==> config.mk <==
export PLATFORM = sky130hd
export DESIGN_NAME = channel_burst_tx_framer_core
export DESIGN_NICKNAME = d
export VERILOG_FILES = /design/src/rtl/cbtf_pkg.sv /design/src/rtl/cbtf_framer.sv /design/src/rtl/cbtf_emitter.sv /design/src/rtl/channel_burst_tx_framer_core.sv
export SDC_FILE = /design/constraint.sdc
export NUM_CORES = 1
export LEC_CHECK = 0
export ABC_CLOCK_PERIOD_IN_PS = 5440
export BUFFER_PORTS_ARGS = -buffer_cell sky130_fd_sc_hd__buf_2
export CELL_PAD_IN_SITES_DETAIL_PLACEMENT = 1
export CELL_PAD_IN_SITES_GLOBAL_PLACEMENT = 2
export CORE_UTILIZATION = 32
export DETAILED_ROUTE_END_ITERATION = 7
export MAX_ROUTING_LAYER = met4
export PLACE_DENSITY_LB_ADDON = 0.1
export SLEW_MARGIN = 20
export SYNTH_ARGS = -nofsm -noshare
export SYNTH_HDL_FRONTEND = slang
export SYNTH_HIERARCHICAL = 1
export SYNTH_SLANG_ARGS = --single-unit
==> constraint.sdc <==
create_clock -name clk -period 5.44 [get_ports clk]
set_input_delay 0.816 -clock clk [delete_from_list [all_inputs] [get_ports clk]]
set_output_delay 0.816 -clock clk [all_outputs]
set_load 0.01 [all_outputs]
==> src/rtl/cbtf_pkg.sv <==
// Package for the channel burst transmit framer.
// Holds the framing constants and the word-set type passed from framer to emitter.
// No dependencies.
`default_nettype none

package cbtf_pkg;

	localparam int unsigned MAX_WORDS = 5;
	localparam int unsigned WORD_W    = 16;
	localparam int unsigned CNT_W     = 3;

	localparam logic [9:0]  MAX_BURST = 10'd1023;

	localparam logic [15:0] CHAN_FLAG = 16'h0200;
	localparam logic [15:0] EOD_WORD  = 16'h0400;
	localparam logic [15:0] CTL_FLAG  = 16'h0100;

	// All words caused by one input byte, first word in entry 0.
	typedef struct packed {
		logic [CNT_W-1:0]                  count;
		logic [MAX_WORDS-1:0][WORD_W-1:0] words;
	} word_set_t;

endpackage

`default_nettype wire

==> src/rtl/cbtf_framer.sv <==
// Header parser and burst tracker of the channel burst transmit framer.
// Builds the word set for each accepted byte and updates the framing state.
// Depends on cbtf_pkg.
`default_nettype none

module cbtf_framer (
	input  wire logic              clk,
	input  wire logic              arst_n,
	input  wire logic              accept,
	input  wire logic [7:0]        msg_byte,
	input  wire logic              msg_end,
	output cbtf_pkg::word_set_t    set
);

	import cbtf_pkg::*;

	typedef enum logic [3:0] {
		POS_CHAN_LO = 4'b0001,
		POS_CHAN_HI = 4'b0010,
		POS_CTL     = 4'b0100,
		POS_PAYLOAD = 4'b1000
	} pos_t;

	pos_t        pos_q, pos_n;
	logic [7:0]  chan_low_q, chan_low_n;
	logic [15:0] chan_word_q, chan_word_n;
	logic [7:0]  ctl_q, ctl_n;
	logic [9:0]  left_q, left_n;
	logic        open_q, open_n;

	always_comb begin
		logic [CNT_W-1:0] n;
		logic [9:0]       left_v;
		n           = '0;
		set.words   = '0;
		pos_n       = pos_q;
		chan_low_n  = chan_low_q;
		chan_word_n = chan_word_q;
		ctl_n       = ctl_q;
		left_n      = left_q;
		open_n      = open_q;
		left_v      = left_q;
		unique case (pos_q)
			POS_CHAN_LO: begin
				chan_low_n = msg_byte;
				pos_n      = msg_end ? POS_CHAN_LO : POS_CHAN_HI;
				left_n     = MAX_BURST;
				open_n     = 1'b0;
			end
			POS_CHAN_HI: begin
				chan_word_n = CHAN_FLAG | {msg_byte, chan_low_q};
				pos_n       = msg_end ? POS_CHAN_LO : POS_CTL;
				left_n      = MAX_BURST;
				open_n      = 1'b0;
			end
			POS_CTL: begin
				ctl_n  = msg_byte;
				left_n = MAX_BURST;
				open_n = 1'b0;
				if (msg_end) begin
					// Header-only message: channel word, optional control, end of data.
					pos_n = POS_CHAN_LO;
					set.words[n] = chan_word_q;
					n = n + 3'd1;
					if (msg_byte != 8'd0) begin
						set.words[n] = CTL_FLAG | {8'd0, msg_byte};
						n = n + 3'd1;
					end
					set.words[n] = EOD_WORD;
					n = n + 3'd1;
				end else begin
					pos_n = POS_PAYLOAD;
				end
			end
			POS_PAYLOAD: begin
				if (!open_q) begin
					set.words[n] = chan_word_q;
					n = n + 3'd1;
					open_n = 1'b1;
					left_v = MAX_BURST;
				end else if (left_q == 10'd0) begin
					// Burst is full: close it and reopen on the same channel.
					set.words[n] = EOD_WORD;
					n = n + 3'd1;
					set.words[n] = chan_word_q;
					n = n + 3'd1;
					left_v = MAX_BURST;
				end
				set.words[n] = {8'd0, msg_byte};
				n = n + 3'd1;
				if (left_v != 10'd0) begin
					left_v = left_v - 10'd1;
				end
				left_n = left_v;
				if (msg_end) begin
					if (ctl_q != 8'd0) begin
						set.words[n] = CTL_FLAG | {8'd0, ctl_q};
						n = n + 3'd1;
					end
					set.words[n] = EOD_WORD;
					n = n + 3'd1;
					pos_n  = POS_CHAN_LO;
					left_n = MAX_BURST;
					open_n = 1'b0;
				end
			end
			default: begin
				pos_n = POS_CHAN_LO;
			end
		endcase
		set.count = n;
	end

	always_ff @(posedge clk or negedge arst_n) begin
		if (!arst_n) begin
			pos_q       <= POS_CHAN_LO;
			chan_low_q  <= '0;
			chan_word_q <= '0;
			ctl_q       <= '0;
			left_q      <= MAX_BURST;
			open_q      <= 1'b0;
		end else if (accept) begin
			pos_q       <= pos_n;
			chan_low_q  <= chan_low_n;
			chan_word_q <= chan_word_n;
			ctl_q       <= ctl_n;
			left_q      <= left_n;
			open_q      <= open_n;
		end
	end

endmodule

`default_nettype wire

==> src/rtl/cbtf_emitter.sv <==
// Result register of the channel burst transmit framer.
// Holds one word set and hands its words out one per output item.
// Depends on cbtf_pkg.
`default_nettype none

module cbtf_emitter (
	input  wire logic                         clk,
	input  wire logic                         arst_n,
	input  wire logic                         load,
	input  cbtf_pkg::word_set_t               set,
	output logic                              room,
	output logic                              m_tvalid,
	input  wire logic                         m_tready,
	output logic [cbtf_pkg::WORD_W-1:0]       m_tdata,
	output logic                              m_tlast
);

	import cbtf_pkg::*;

	logic [MAX_WORDS-1:0][WORD_W-1:0] words_q;
	logic [CNT_W-1:0]                 remain_q;
	logic                             take;

	assign m_tvalid = (remain_q != '0);
	assign m_tlast  = (remain_q == CNT_W'(1));
	assign m_tdata  = words_q[0];
	assign take     = m_tvalid && m_tready;
	// A new set may enter when the register is empty or its last word leaves now.
	assign room     = !m_tvalid || (m_tlast && m_tready);

	always_ff @(posedge clk or negedge arst_n) begin
		if (!arst_n) begin
			remain_q <= '0;
		end else if (load) begin
			remain_q <= set.count;
		end else if (take) begin
			remain_q <= remain_q - CNT_W'(1);
		end
	end

	always_ff @(posedge clk) begin
		if (load) begin
			words_q <= set.words;
		end else if (take) begin
			for (int i = 0; i < MAX_WORDS - 1; i++) begin
				words_q[i] <= words_q[i+1];
			end
			words_q[MAX_WORDS-1] <= '0;
		end
	end

endmodule

`default_nettype wire

==> src/rtl/channel_burst_tx_framer_core.sv <==
// Top level of the channel burst transmit framer.
// Instantiates cbtf_framer and cbtf_emitter; depends on cbtf_pkg.
//
//   Channel | Direction | tdata                   | tlast
//   --------+-----------+-------------------------+-------------------------------
//   s_*     | in        | [7:0] msg_byte          | msg_end, last byte of message
//   m_*     | out       | [15:0] fifo_word        | run_last, last word of a byte
//
// A byte is taken when s_tvalid and s_tready meet: the framer turns it and the framing state into a
// set of up to five words, which is stored in the result register at the same edge.
// The result register sends one word per cycle while m_tready is high, so a byte holds the
// output for as many words as it makes (up to five, payload bytes usually
// one); the next byte is taken in the cycle its predecessor's last word leaves, or at
// once when nothing waits.
// Reset (arst_n low, asynchronous) returns the framer to the channel low byte,
// clears the saved header bytes and empties the result register.
`default_nettype none

module channel_burst_tx_framer_core (
	input  wire logic        clk,
	input  wire logic        arst_n,
	input  wire logic        s_tvalid,
	output logic             s_tready,
	input  wire logic [7:0]  s_tdata,   // [7:0] msg_byte
	input  wire logic        s_tlast,   // msg_end
	output logic             m_tvalid,
	input  wire logic        m_tready,
	output logic [15:0]      m_tdata,   // [15:0] fifo_word
	output logic             m_tlast    // run_last
);

	import cbtf_pkg::*;

	word_set_t set;
	logic      in_acc;
	logic      load;
	logic      room;

	// Bytes that make no words, such as header bytes, only move the framing state.
	assign s_tready = room;
	assign in_acc   = s_tvalid && s_tready;
	assign load     = in_acc && (set.count != '0);

	cbtf_framer u_framer (
		.clk      (clk),
		.arst_n   (arst_n),
		.accept   (in_acc),
		.msg_byte (s_tdata),
		.msg_end  (s_tlast),
		.set      (set)
	);

	cbtf_emitter u_emitter (
		.clk      (clk),
		.arst_n   (arst_n),
		.load     (load),
		.set      (set),
		.room     (room),
		.m_tvalid (m_tvalid),
		.m_tready (m_tready),
		.m_tdata  (m_tdata),
		.m_tlast  (m_tlast)
	);

`ifndef NO_ASSERTIONS
	// A byte is never taken while an earlier word set still has words beyond this one.
	a_no_overrun: assert property (@(posedge clk) disable iff (!arst_n)
		(in_acc && m_tvalid) |-> (m_tlast && m_tready))
		else $error("byte accepted while result words were pending");

	// After the last word leaves with nothing loaded, the output goes idle.
	a_drain: assert property (@(posedge clk) disable iff (!arst_n)
		(m_tvalid && m_tready && m_tlast && !load) |=> !m_tvalid)
		else $error("output stayed valid after the last word of a set");

	// A loaded set never holds more words than the result register can send.
	a_set_size: assert property (@(posedge clk) disable iff (!arst_n)
		load |-> (set.count <= CNT_W'(MAX_WORDS)))
		else $error("word set larger than the result register");
`endif

endmodule

`default_nettype wire

==> results of run 1 <==
==> synthesized netlist by cell type (all sizes together), types with 2 or more instances <==
cell     number
ha            4
buf          60
nor4b         5
o31ai         7
nor3b         2
or4           4
a22o          9
clkbuf       13
o32ai         2
nand3        15
nand2        23
a31oi        13
mux2         95
mux2i         2
o21ai        10
nor2b         6
or2           2
a211oi        2
o211ai        2
nor2         23
a21o          3
o311ai        4
and2         40
a221o         2
inv          13
o2bb2ai       8
a21oi        18
nor4          5
xnor2         2
nand4         5
edfxtp       80
nand2b        3
nor3          9
dfrtp        39
dfstp        11
==> how the worst max path moves through the flow <==
stage / start / end / cells after the start
after floorplan: s_tlast / u_emitter/m_tdata[0] / 7
after global placement: u_framer/pos_q[1] / u_emitter/words_q[27] / 5
after detailed placement: u_framer/left_q[0] / u_emitter/m_tdata[15] / 5
after CTS: u_framer/left_q[0] / u_emitter/words_q[39] / 5
after global routing: u_framer/open_q / u_emitter/words_q[33] / 7
final: u_framer/left_q[0] / u_emitter/words_q[33] / 6
==> power by group through the flow <==
stage          logic, mW  clock network, mW  registers (mW)
3_3_place_gp       0.818                  0            1.71
2_1_floorplan      0.685                  0            1.62
4_1_cts            0.841               1.23            1.70
6_report           0.844               1.19            1.70
3_5_place_dp       0.836                  0            1.72
5_1_grt            0.931               1.26            1.74
==> through the flow <==
stage / total power, mW / utilization / instance area (µm²) / hold WS [ps]
2_1_floorplan: 2.30 / - / 6980 / 440
3_3_place_gp: 2.53 / 0.335 / 7060 / 474
3_5_place_dp: 2.56 / 0.335 / 7060 / 488
4_1_cts: 3.77 / 0.364 / 7670 / 495
5_1_grt: 3.93 / 0.365 / 7690 / 522
6_report: 3.73 / 0.365 / 7690 / 493
==> critical path, stage by stage, from the launching register on <==
cell	delay [ps]
dfstp_2	390
nor2_1	750
a31oi_1	310
o311ai_0	670
o311a_4	620
buf_4	590
mux2_2	420
==> routing by layer <==
layer  track usage  share of wire
met5             -              0
met4        0.0619          0.018
met3        0.0307          0.033
met2         0.251           0.44
met1         0.243           0.51
==> cell type report <==
class	instances	area [µm²]
inverters	13	48.8
clock buffers	19	433
flip-flops and latches	130	3670
repair buffers	39	228
fillers	2259	13400
clock inverters	13	174
multi-input cells	365	2800
well taps	275	344
==> registers in the layout, indices dropped and copies added, names as in the netlist <==
name / flops
u_emitter/words_q: 64
u_framer/open_q: 1
u_framer/chan_low_q: 8
u_framer/left_q: 10
u_emitter/remain_q: 3
u_framer/ctl_q: 8
u_framer/pos_q: 4
u_framer/chan_word_q: 16
u_emitter/m_tdata: 16
==> kinds of logic after synthesis <==
| family | count (synthesis) | synth area share |
|---|---|---|
| other cells | 1 | 0.000545 |
| mux | 97 | 0.158 |
| simple gates | 144 | 0.122 |
| buf+inv | 86 | 0.0792 |
| xor+xnor | 3 | 0.00382 |
| flops | 130 | 0.533 |
| fa+ha+maj | 4 | 0.00727 |
| compound gates | 90 | 0.0963 |
==> results.tsv, run 1 <==
stage	metric	value	unit
finish	share of cells above drive strength 1	0.335	
power	Gate power share	0.226	
critical_path	FF-to-FF path depth	6	
cts	htree depth	4	
placement	Port-buffer cells	31	
sta	total negative setup slack	0	ps
power	P_sw	1.15	mW
sta	final slew viol count	0	
global_routing	first-pass GRT wire length	27.4	mm
routing	Vias per Instance	5.06	
cts	CTS tree	built	
global_routing	Overall Global Routing Usage	0.174	
sta	clk_skew	9.69	ps
status	outcome	complete, no violations	
min_path	Hold Path Stages	2	
sta	Least-Margin Pin Slew	1010	ps
floorplan	Core Box Area	21100	µm²
logic_synthesis	cell taking the most area after synthesis	edfxtp_1	
cts	clock sinks	130	
logic_synthesis	Post-synth EDFFs	80	
logic_synthesis	Synth top area share	0.349	
floorplan	Top Ports	32	
min_path	hold_sp	u_framer/left_q[0]	
critical_path	kind of critical path	reg -> reg	
routing	wire per inst	20.3	µm
logic_synthesis	#FFs+latches synth	130	
power	Int Pwr	2.58	mW
routing	drt pass-1 iters	7	
power	pwr dens	485	nW/µm²
logic_synthesis	mean post-synth cell area	12.4	µm²
cts	clock transition at the registers of the reported paths	60	ps
sta	final setup margin	1360	ps
cts	clock latency on the worst-skew pair	420	ps
routing	Vias	4323	
cts	number of hold buffers added after CTS	0	
floorplan	FP Rows	53	
cts	post-cts resize count	0	
global_routing	antenna violations before repair	0	
logic_synthesis	Area contributors post-synth	edfxtp_1, mux2_2, dfrtp_1	
logic_synthesis	Post-synth ARST share	0.385	
routing	Initial DRC Count	210	
floorplan	Die Height	149	µm
placement	gpl congestion	0.736	
finish	fin cells	854	
critical_path	Arrival @ worst endpoint	4240	ps
finish	nets@finish	583	
critical_path	Worst Setup Start Kind	register	
logic_synthesis	Mapped Cells	555	
finish	ANT cells	0	
routing	final antenna-violating net count	0	
floorplan	Starting Density	0.327	
placement	dpl cells	821	
logic_synthesis	Unique masters post-synth	63	
critical_path	r2r setup slk	1360	ps
power	Net Sw Frac	0.308	
power	sequential share of power	0.454	
cts	post-CTS setup buffers	0	
critical_path	Worst Path Max Fanout	51	
sta	Final min period	4080	ps
logic_synthesis	number of synthesis warnings	6	
global_routing	gr ovfl total	0	
sta	f_max	245	MHz
placement	Setup WS pre-CTS	1250	ps
floorplan	area of the die	22100	µm²
floorplan	Chip Width	149	µm
sta	endpoints failing setup	0	
placement	DP Wirelength	11.2	mm
finish	area delta synth->final	11.7	%
logic_synthesis	Primary FF master, synth	edfxtp_1	
sta	Final Hold Viols	0	
cts	clock root cell	clkbuf_16	
finish	commonest non-fill, non-tap cell in the layout	mux2_2	
power	Clk pwr share	0.320	
global_routing	largest net degree at the start of global routing	81	
critical_path	r2r endpoint	u_emitter/words_q[33]	
run	MaxCap Viol Count	0	
logic_synthesis	Synth Cell Area	6890	µm²
sta	part of the cycle the worst path needs	0.750	
sta	RSZ-0062 raised after global routing	no	
sta	slew margin rel.	0.326	
cts	total CTS buffers	17	
critical_path	crit end category	register	
routing	final wirelength	17.3	mm
critical_path	Worst R2R Start	u_framer/left_q[0]	
power	VDD IR-drop max	163	µV
min_path	end of the worst hold path	u_framer/left_q[0]	
global_routing	vias in the first global route	4507	
critical_path	worst path required time	5610	ps
min_path	Tightest Hold Check Type	reg -> reg	
routing	residual DRC count	0	
power	P_leak	2.92	nW
cts	clk buf depth	2	
logic_synthesis	Seq/Total Area, Yosys	0.533	
finish	most frequent cells in the layout	mux2_2, edfxtp_1, and2_1, dfrtp_1, buf_2	
Note: power is estimated with default switching activity, not from simulation.
==> run 2, diff against run 1 <==
ABC_CLOCK_PERIOD_IN_PS = 4200   (was 5440)
clock period = 4.2 ns   (was 5.44 ns; I/O delays follow)
==> results.tsv, run 2 (same netlist as run 1, synthesis figures left out) <==
stage	metric	value	unit	change
sta	Final min period	3210	ps	was 4080 ps
placement	Setup WS pre-CTS	1010	ps	was 1250 ps
power	Pwr Total	4.76	mW	was 3.73 mW
power	Int Pwr	3.24	mW	was 2.58 mW
placement	placed cell area	7150	µm²	was 7060 µm²
finish	Core Util, Final	0.366		was 0.365
cts	total CTS buffers	17		unchanged
critical_path	worst path required time	4370	ps	was 5610 ps
power	Net Sw Frac	0.319		was 0.308
cts	htree depth	4		unchanged
global_routing	first-pass GRT wire length	27.5	mm	was 27.4 mm
critical_path	Arrival @ worst endpoint	3380	ps	was 4240 ps
sta	total negative setup slack	0	ps	unchanged
critical_path	Worst R2R Start	u_framer/left_q[2]		was u_framer/left_q[0]
finish	most frequent cells in the layout	mux2_2, edfxtp_1, and2_1, dfrtp_1, buf_2		unchanged
run	MaxCap Viol Count	0		unchanged
finish	fin cells	861		was 854
placement	Port-buffer cells	31		unchanged
critical_path	kind of critical path	reg -> reg		unchanged
global_routing	largest net degree at the start of global routing	62		was 81
cts	clk buf depth	2		unchanged
cts	clock sinks	130		unchanged
finish	area delta synth->final	12.1	%	was 11.7%
sta	RSZ-0062 raised after global routing	no		unchanged
cts	clock root cell	clkbuf_16		unchanged
sta	final slew viol count	0		unchanged
routing	residual DRC count	0		unchanged
sta	final setup margin	991	ps	was 1360 ps
critical_path	crit end category	register		unchanged
power	sequential share of power	0.461		was 0.454
routing	Initial DRC Count	223		was 210
finish	Post-Layout Inst Area	7720	µm²	was 7690 µm²
min_path	Tightest Hold Check Type	in -> async		was reg -> reg
cts	number of hold buffers added after CTS	0		unchanged
global_routing	Overall Global Routing Usage	0.173		was 0.174
critical_path	Worst Path Max Fanout	61		was 51
cts	post-cts resize count	0		unchanged
finish	nets@finish	590		was 583
routing	Vias	4373		was 4323
placement	DP Wirelength	11.1	mm	was 11.2 mm
routing	drt pass-1 iters	8		was 7
sta	f_max	312	MHz	was 245 MHz
power	P_sw	1.51	mW	was 1.15 mW
global_routing	vias in the first global route	4478		was 4507
sta	endpoints failing setup	0		unchanged
routing	final wirelength	17.5	mm	was 17.3 mm
critical_path	Worst Setup Start Kind	register		unchanged
routing	Vias per Instance	5.08		was 5.06
finish	commonest non-fill, non-tap cell in the layout	mux2_2		unchanged
sta	Final Hold Viols	0		unchanged
critical_path	r2r setup slk	990	ps	was 1360 ps
finish	share of cells above drive strength 1	0.348		was 0.335
floorplan	Core Box Area	21100	µm²	unchanged
routing	wire per inst	20.3	µm	about the same
global_routing	gr ovfl total	0		unchanged
finish	ANT cells	0		unchanged
sta	part of the cycle the worst path needs	0.764		was 0.750
power	VDD IR-drop max	222	µV	was 163 µV
floorplan	Die Height	149	µm	unchanged
critical_path	r2r endpoint	u_emitter/words_q[21]		was u_emitter/words_q[33]
floorplan	Starting Density	0.327		unchanged
sta	final hold slack	323	ps	was 493 ps
cts	post-CTS setup buffers	0		unchanged
cts	clock transition at the registers of the reported paths	70	ps	was 60 ps
floorplan	area of the die	22100	µm²	unchanged
cts	clock latency on the worst-skew pair	420	ps	about the same
sta	clk_skew	13.2	ps	was 9.69 ps
status	outcome	complete, no violations		unchanged
finish	Top reg by flops	u_emitter/words_q		unchanged
power	pwr dens	616	nW/µm²	was 485 nW/µm²
floorplan	Chip Width	149	µm	unchanged
finish	max reg flops	64		unchanged
global_routing	antenna violations before repair	0		unchanged
floorplan	Top Ports	32		unchanged
sta	slew margin rel.	0.429		was 0.326
sta	Least-Margin Pin Slew	856	ps	was 1010 ps
cts	CTS tree	built		unchanged
power	Gate power share	0.234		was 0.226
floorplan	FP Rows	53		unchanged
placement	gpl congestion	0.751		was 0.736
power	Clk pwr share	0.305		was 0.320
critical_path	FF-to-FF path depth	6		unchanged
placement	dpl cells	829		was 821
routing	final antenna-violating net count	0		unchanged
power	P_leak	2.93	nW	was 2.92 nW
[run 2: cell types whose count changed in the layout (fill, tap and decap cells not counted), sizes merged]
cell and change:
bufinv -2, clkinvlp +3, clkbuf -2, buf +7, inv +1
[run 2: per-layer routing]
layer  share of wire  vias to the layer above  global-route usage  routed length [µm]
li1                -                     2030                   -                   -
met1            0.50                     2264               0.242                8820
met2            0.45                       67               0.254                7860
met3           0.035                       12              0.0313                 612
met4           0.011                        0              0.0485                 195
met5               0                        -                   -                   0
[run 2: how the worst max path moves through the flow]
stage / start / end / cells past startpoint
6_report: u_framer/left_q[2] / u_emitter/words_q[21] / 6
5_1_grt: u_framer/left_q[2] / u_emitter/m_tdata[10] / 6
4_1_cts: u_framer/left_q[2] / u_emitter/words_q[38] / 6
3_5_place_dp: u_framer/left_q[2] / u_emitter/words_q[19] / 6
3_3_place_gp: s_tlast / u_emitter/m_tdata[14] / 8
2_1_floorplan: u_framer/left_q[6] / u_emitter/m_tdata[0] / 8
[run 2: power groups by stage]
stage / registers, mW / logic [mW] / clock network (mW)
3_3_place_gp: 2.20 / 1.09 / 0
6_report: 2.19 / 1.11 / 1.45
3_5_place_dp: 2.21 / 1.12 / 0
2_1_floorplan: 2.09 / 0.888 / 0
5_1_grt: 2.25 / 1.23 / 1.54
4_1_cts: 2.19 / 1.13 / 1.49
[run 2: cell type report]
cell class,count,area [µm²]
repair buffers,46,293
multi-input cells,365,2800
inverters,13,48.8
fillers,2272,13400
well taps,275,344
clock buffers,17,425
clock inverters,15,144
flip-flops and latches,130,3670
[run 2: worst max-delay path: stages, from the launching register on]
cell and delay (ps):
dfstp_2 410, nor4_1 510, a31oi_1 270, o311ai_0 690, o311a_4 320, buf_12 280, mux2_2 390
==> run 3, diff against run 2 <==
ABC_CLOCK_PERIOD_IN_PS = 2600   (was 4200)
clock period = 2.6 ns   (was 4.2 ns; I/O delays follow)
==> results.tsv, run 3 (same netlist as run 1, synthesis figures left out) <==
stage	metric	value	unit	change
status	outcome	complete, no violations		unchanged
sta	f_max	389	MHz	was 312 MHz
placement	DP Wirelength	12.4	mm	was 11.1 mm
power	pwr dens	999	nW/µm²	was 616 nW/µm²
critical_path	Arrival @ worst endpoint	2740	ps	was 3380 ps
critical_path	Worst Setup Start Kind	register		unchanged
sta	final hold slack	359	ps	was 323 ps
critical_path	worst path required time	2760	ps	was 4370 ps
finish	most frequent cells in the layout	mux2_2, edfxtp_1, buf_4, and2_1, dfrtp_1		was mux2_2, edfxtp_1, and2_1, dfrtp_1, buf_2
routing	wire per inst	19.6	µm	was 20.3 µm
min_path	end of the worst hold path	u_framer/chan_low_q[1]		
routing	Vias per Instance	4.99		was 5.08
critical_path	crit end category	register		unchanged
finish	share of cells above drive strength 1	0.411		was 0.348
finish	nets@finish	637		was 590
sta	endpoints failing setup	0		unchanged
cts	htree depth	4		unchanged
cts	clk buf depth	2		unchanged
sta	slew margin rel.	0.436		was 0.429
min_path	Tightest Hold Check Type	in -> reg		was in -> async
global_routing	gr ovfl total	0		unchanged
finish	area delta synth->final	19.5	%	was 12.1%
sta	final slew viol count	0		unchanged
finish	Core Util, Final	0.390		was 0.366
routing	Initial DRC Count	240		was 223
global_routing	first-pass GRT wire length	28.6	mm	was 27.5 mm
cts	total CTS buffers	17		unchanged
global_routing	vias in the first global route	4810		was 4478
power	VDD IR-drop max	444	µV	was 222 µV
placement	gpl congestion	0.739		was 0.751
power	Pwr Total	8.22	mW	was 4.76 mW
critical_path	Worst Path Max Fanout	23		was 61
floorplan	Chip Width	149	µm	unchanged
sta	Least-Margin Pin Slew	842	ps	was 856 ps
power	P_leak	3.22	nW	was 2.93 nW
global_routing	largest net degree at the start of global routing	36		was 62
routing	final antenna-violating net count	0		unchanged
cts	clock root cell	clkbuf_16		unchanged
global_routing	Overall Global Routing Usage	0.178		was 0.173
placement	placed cell area	7570	µm²	was 7150 µm²
critical_path	Worst R2R Start	u_framer/ctl_q[4]		was u_framer/left_q[2]
finish	Post-Layout Inst Area	8230	µm²	was 7720 µm²
routing	final wirelength	17.8	mm	was 17.5 mm
floorplan	Top Ports	32		unchanged
cts	clock latency on the worst-skew pair	420	ps	about the same
floorplan	FP Rows	53		unchanged
finish	commonest non-fill, non-tap cell in the layout	mux2_2		unchanged
cts	clock sinks	130		unchanged
sta	part of the cycle the worst path needs	0.989		was 0.764
cts	clock transition at the registers of the reported paths	60	ps	was 70 ps
min_path	hold_sp	s_tdata[1]		
cts	CTS tree	built		unchanged
floorplan	Starting Density	0.327		unchanged
floorplan	area of the die	22100	µm²	unchanged
routing	drt pass-1 iters	5		was 8
finish	Top reg by flops	u_emitter/words_q		unchanged
critical_path	r2r endpoint	u_emitter/m_tdata[11]		was u_emitter/words_q[21]
critical_path	FF-to-FF path depth	7		was 6
routing	Vias	4535		was 4373
critical_path	kind of critical path	reg -> reg		unchanged
finish	max reg flops	64		unchanged
sta	Final min period	2570	ps	was 3210 ps
min_path	Hold Path Stages	2		
floorplan	Core Box Area	21100	µm²	unchanged
floorplan	Die Height	149	µm	unchanged
placement	Port-buffer cells	31		unchanged
sta	total negative setup slack	0	ps	unchanged
routing	residual DRC count	0		unchanged
critical_path	r2r setup slk	30	ps	was 990 ps
finish	ANT cells	0		unchanged
sta	Final Hold Viols	0		unchanged
run	MaxCap Viol Count	0		unchanged
sta	clk_skew	10.9	ps	was 13.2 ps
sta	RSZ-0062 raised after global routing	yes		was no
global_routing	antenna violations before repair	0		unchanged
-- run 3: worst max-delay path by stage --
| stage | startpoint | endpoint | cells after the start |
|---|---|---|---|
| after detailed placement | u_framer/ctl_q[4] | u_emitter/m_tdata[11] | 7 |
| after global routing | u_framer/ctl_q[4] | u_emitter/words_q[24] | 7 |
| final | u_framer/ctl_q[4] | u_emitter/m_tdata[11] | 7 |
| after floorplan | u_framer/ctl_q[0] | u_emitter/m_tdata[0] | 8 |
| after CTS | u_framer/left_q[7] | u_emitter/words_q[24] | 6 |
| after global placement | u_framer/ctl_q[4] | u_emitter/m_tdata[11] | 7 |
-- run 3: repair_timing --
| action | 4_1_cts | 5_1_grt |
|---|---|---|
| setup buffers | 0 | 2 |
| hold buffers | 1 | 0 |
| gates cloned | 0 | 0 |
| endpoints found under the setup margin | 8 | 69 |
| hold endpoints to repair | 13 | 0 |
| pin swaps | 0 | 4 |
| resized for setup | 1 | 5 |
-- run 3: per-layer routing --
layer  track usage  part of all wire  vias up
li1              -                 -     2123
met1         0.247              0.50     2307
met2         0.265              0.46       89
met3        0.0276             0.034       16
met4        0.0572             0.012        0
met5             -                 0        -
-- run 3: area by class of cell --
cell class | instances | area (µm²)
fill | 2219 | 12900
sequential | 130 | 3670
multi-input combinational | 365 | 2860
timing repair buffer | 93 | 698
clock buffer | 18 | 429
tap | 275 | 344
clock inverter | 14 | 175
inverter | 13 | 48.8
-- run 3: power by group --
part	internal [mW]	switching, mW	total (mW)
clock network	1.52	0.952	2.47
logic	1.07	1.17	2.24
registers	3.10	0.406	3.50
total	5.69	2.53	8.22
-- run 3: worst max-delay path: stages (launching register included) --
cell and delay, ps:
dfrtp_1 380, or4_4 590, nor3_2 200, xnor2_1 150, o21ai_2 100, o311a_4 420, buf_12 180, mux2_2 300
-- run 3: metrics by stage --
step | setup WS (ps) | cells
after floorplan | -226 | 581
after global placement | 7.31 | 873
after detailed placement | 7.83 | 873
after CTS | 17.2 | 906
after global routing | -57.2 | 908
final | 27.3 | 908
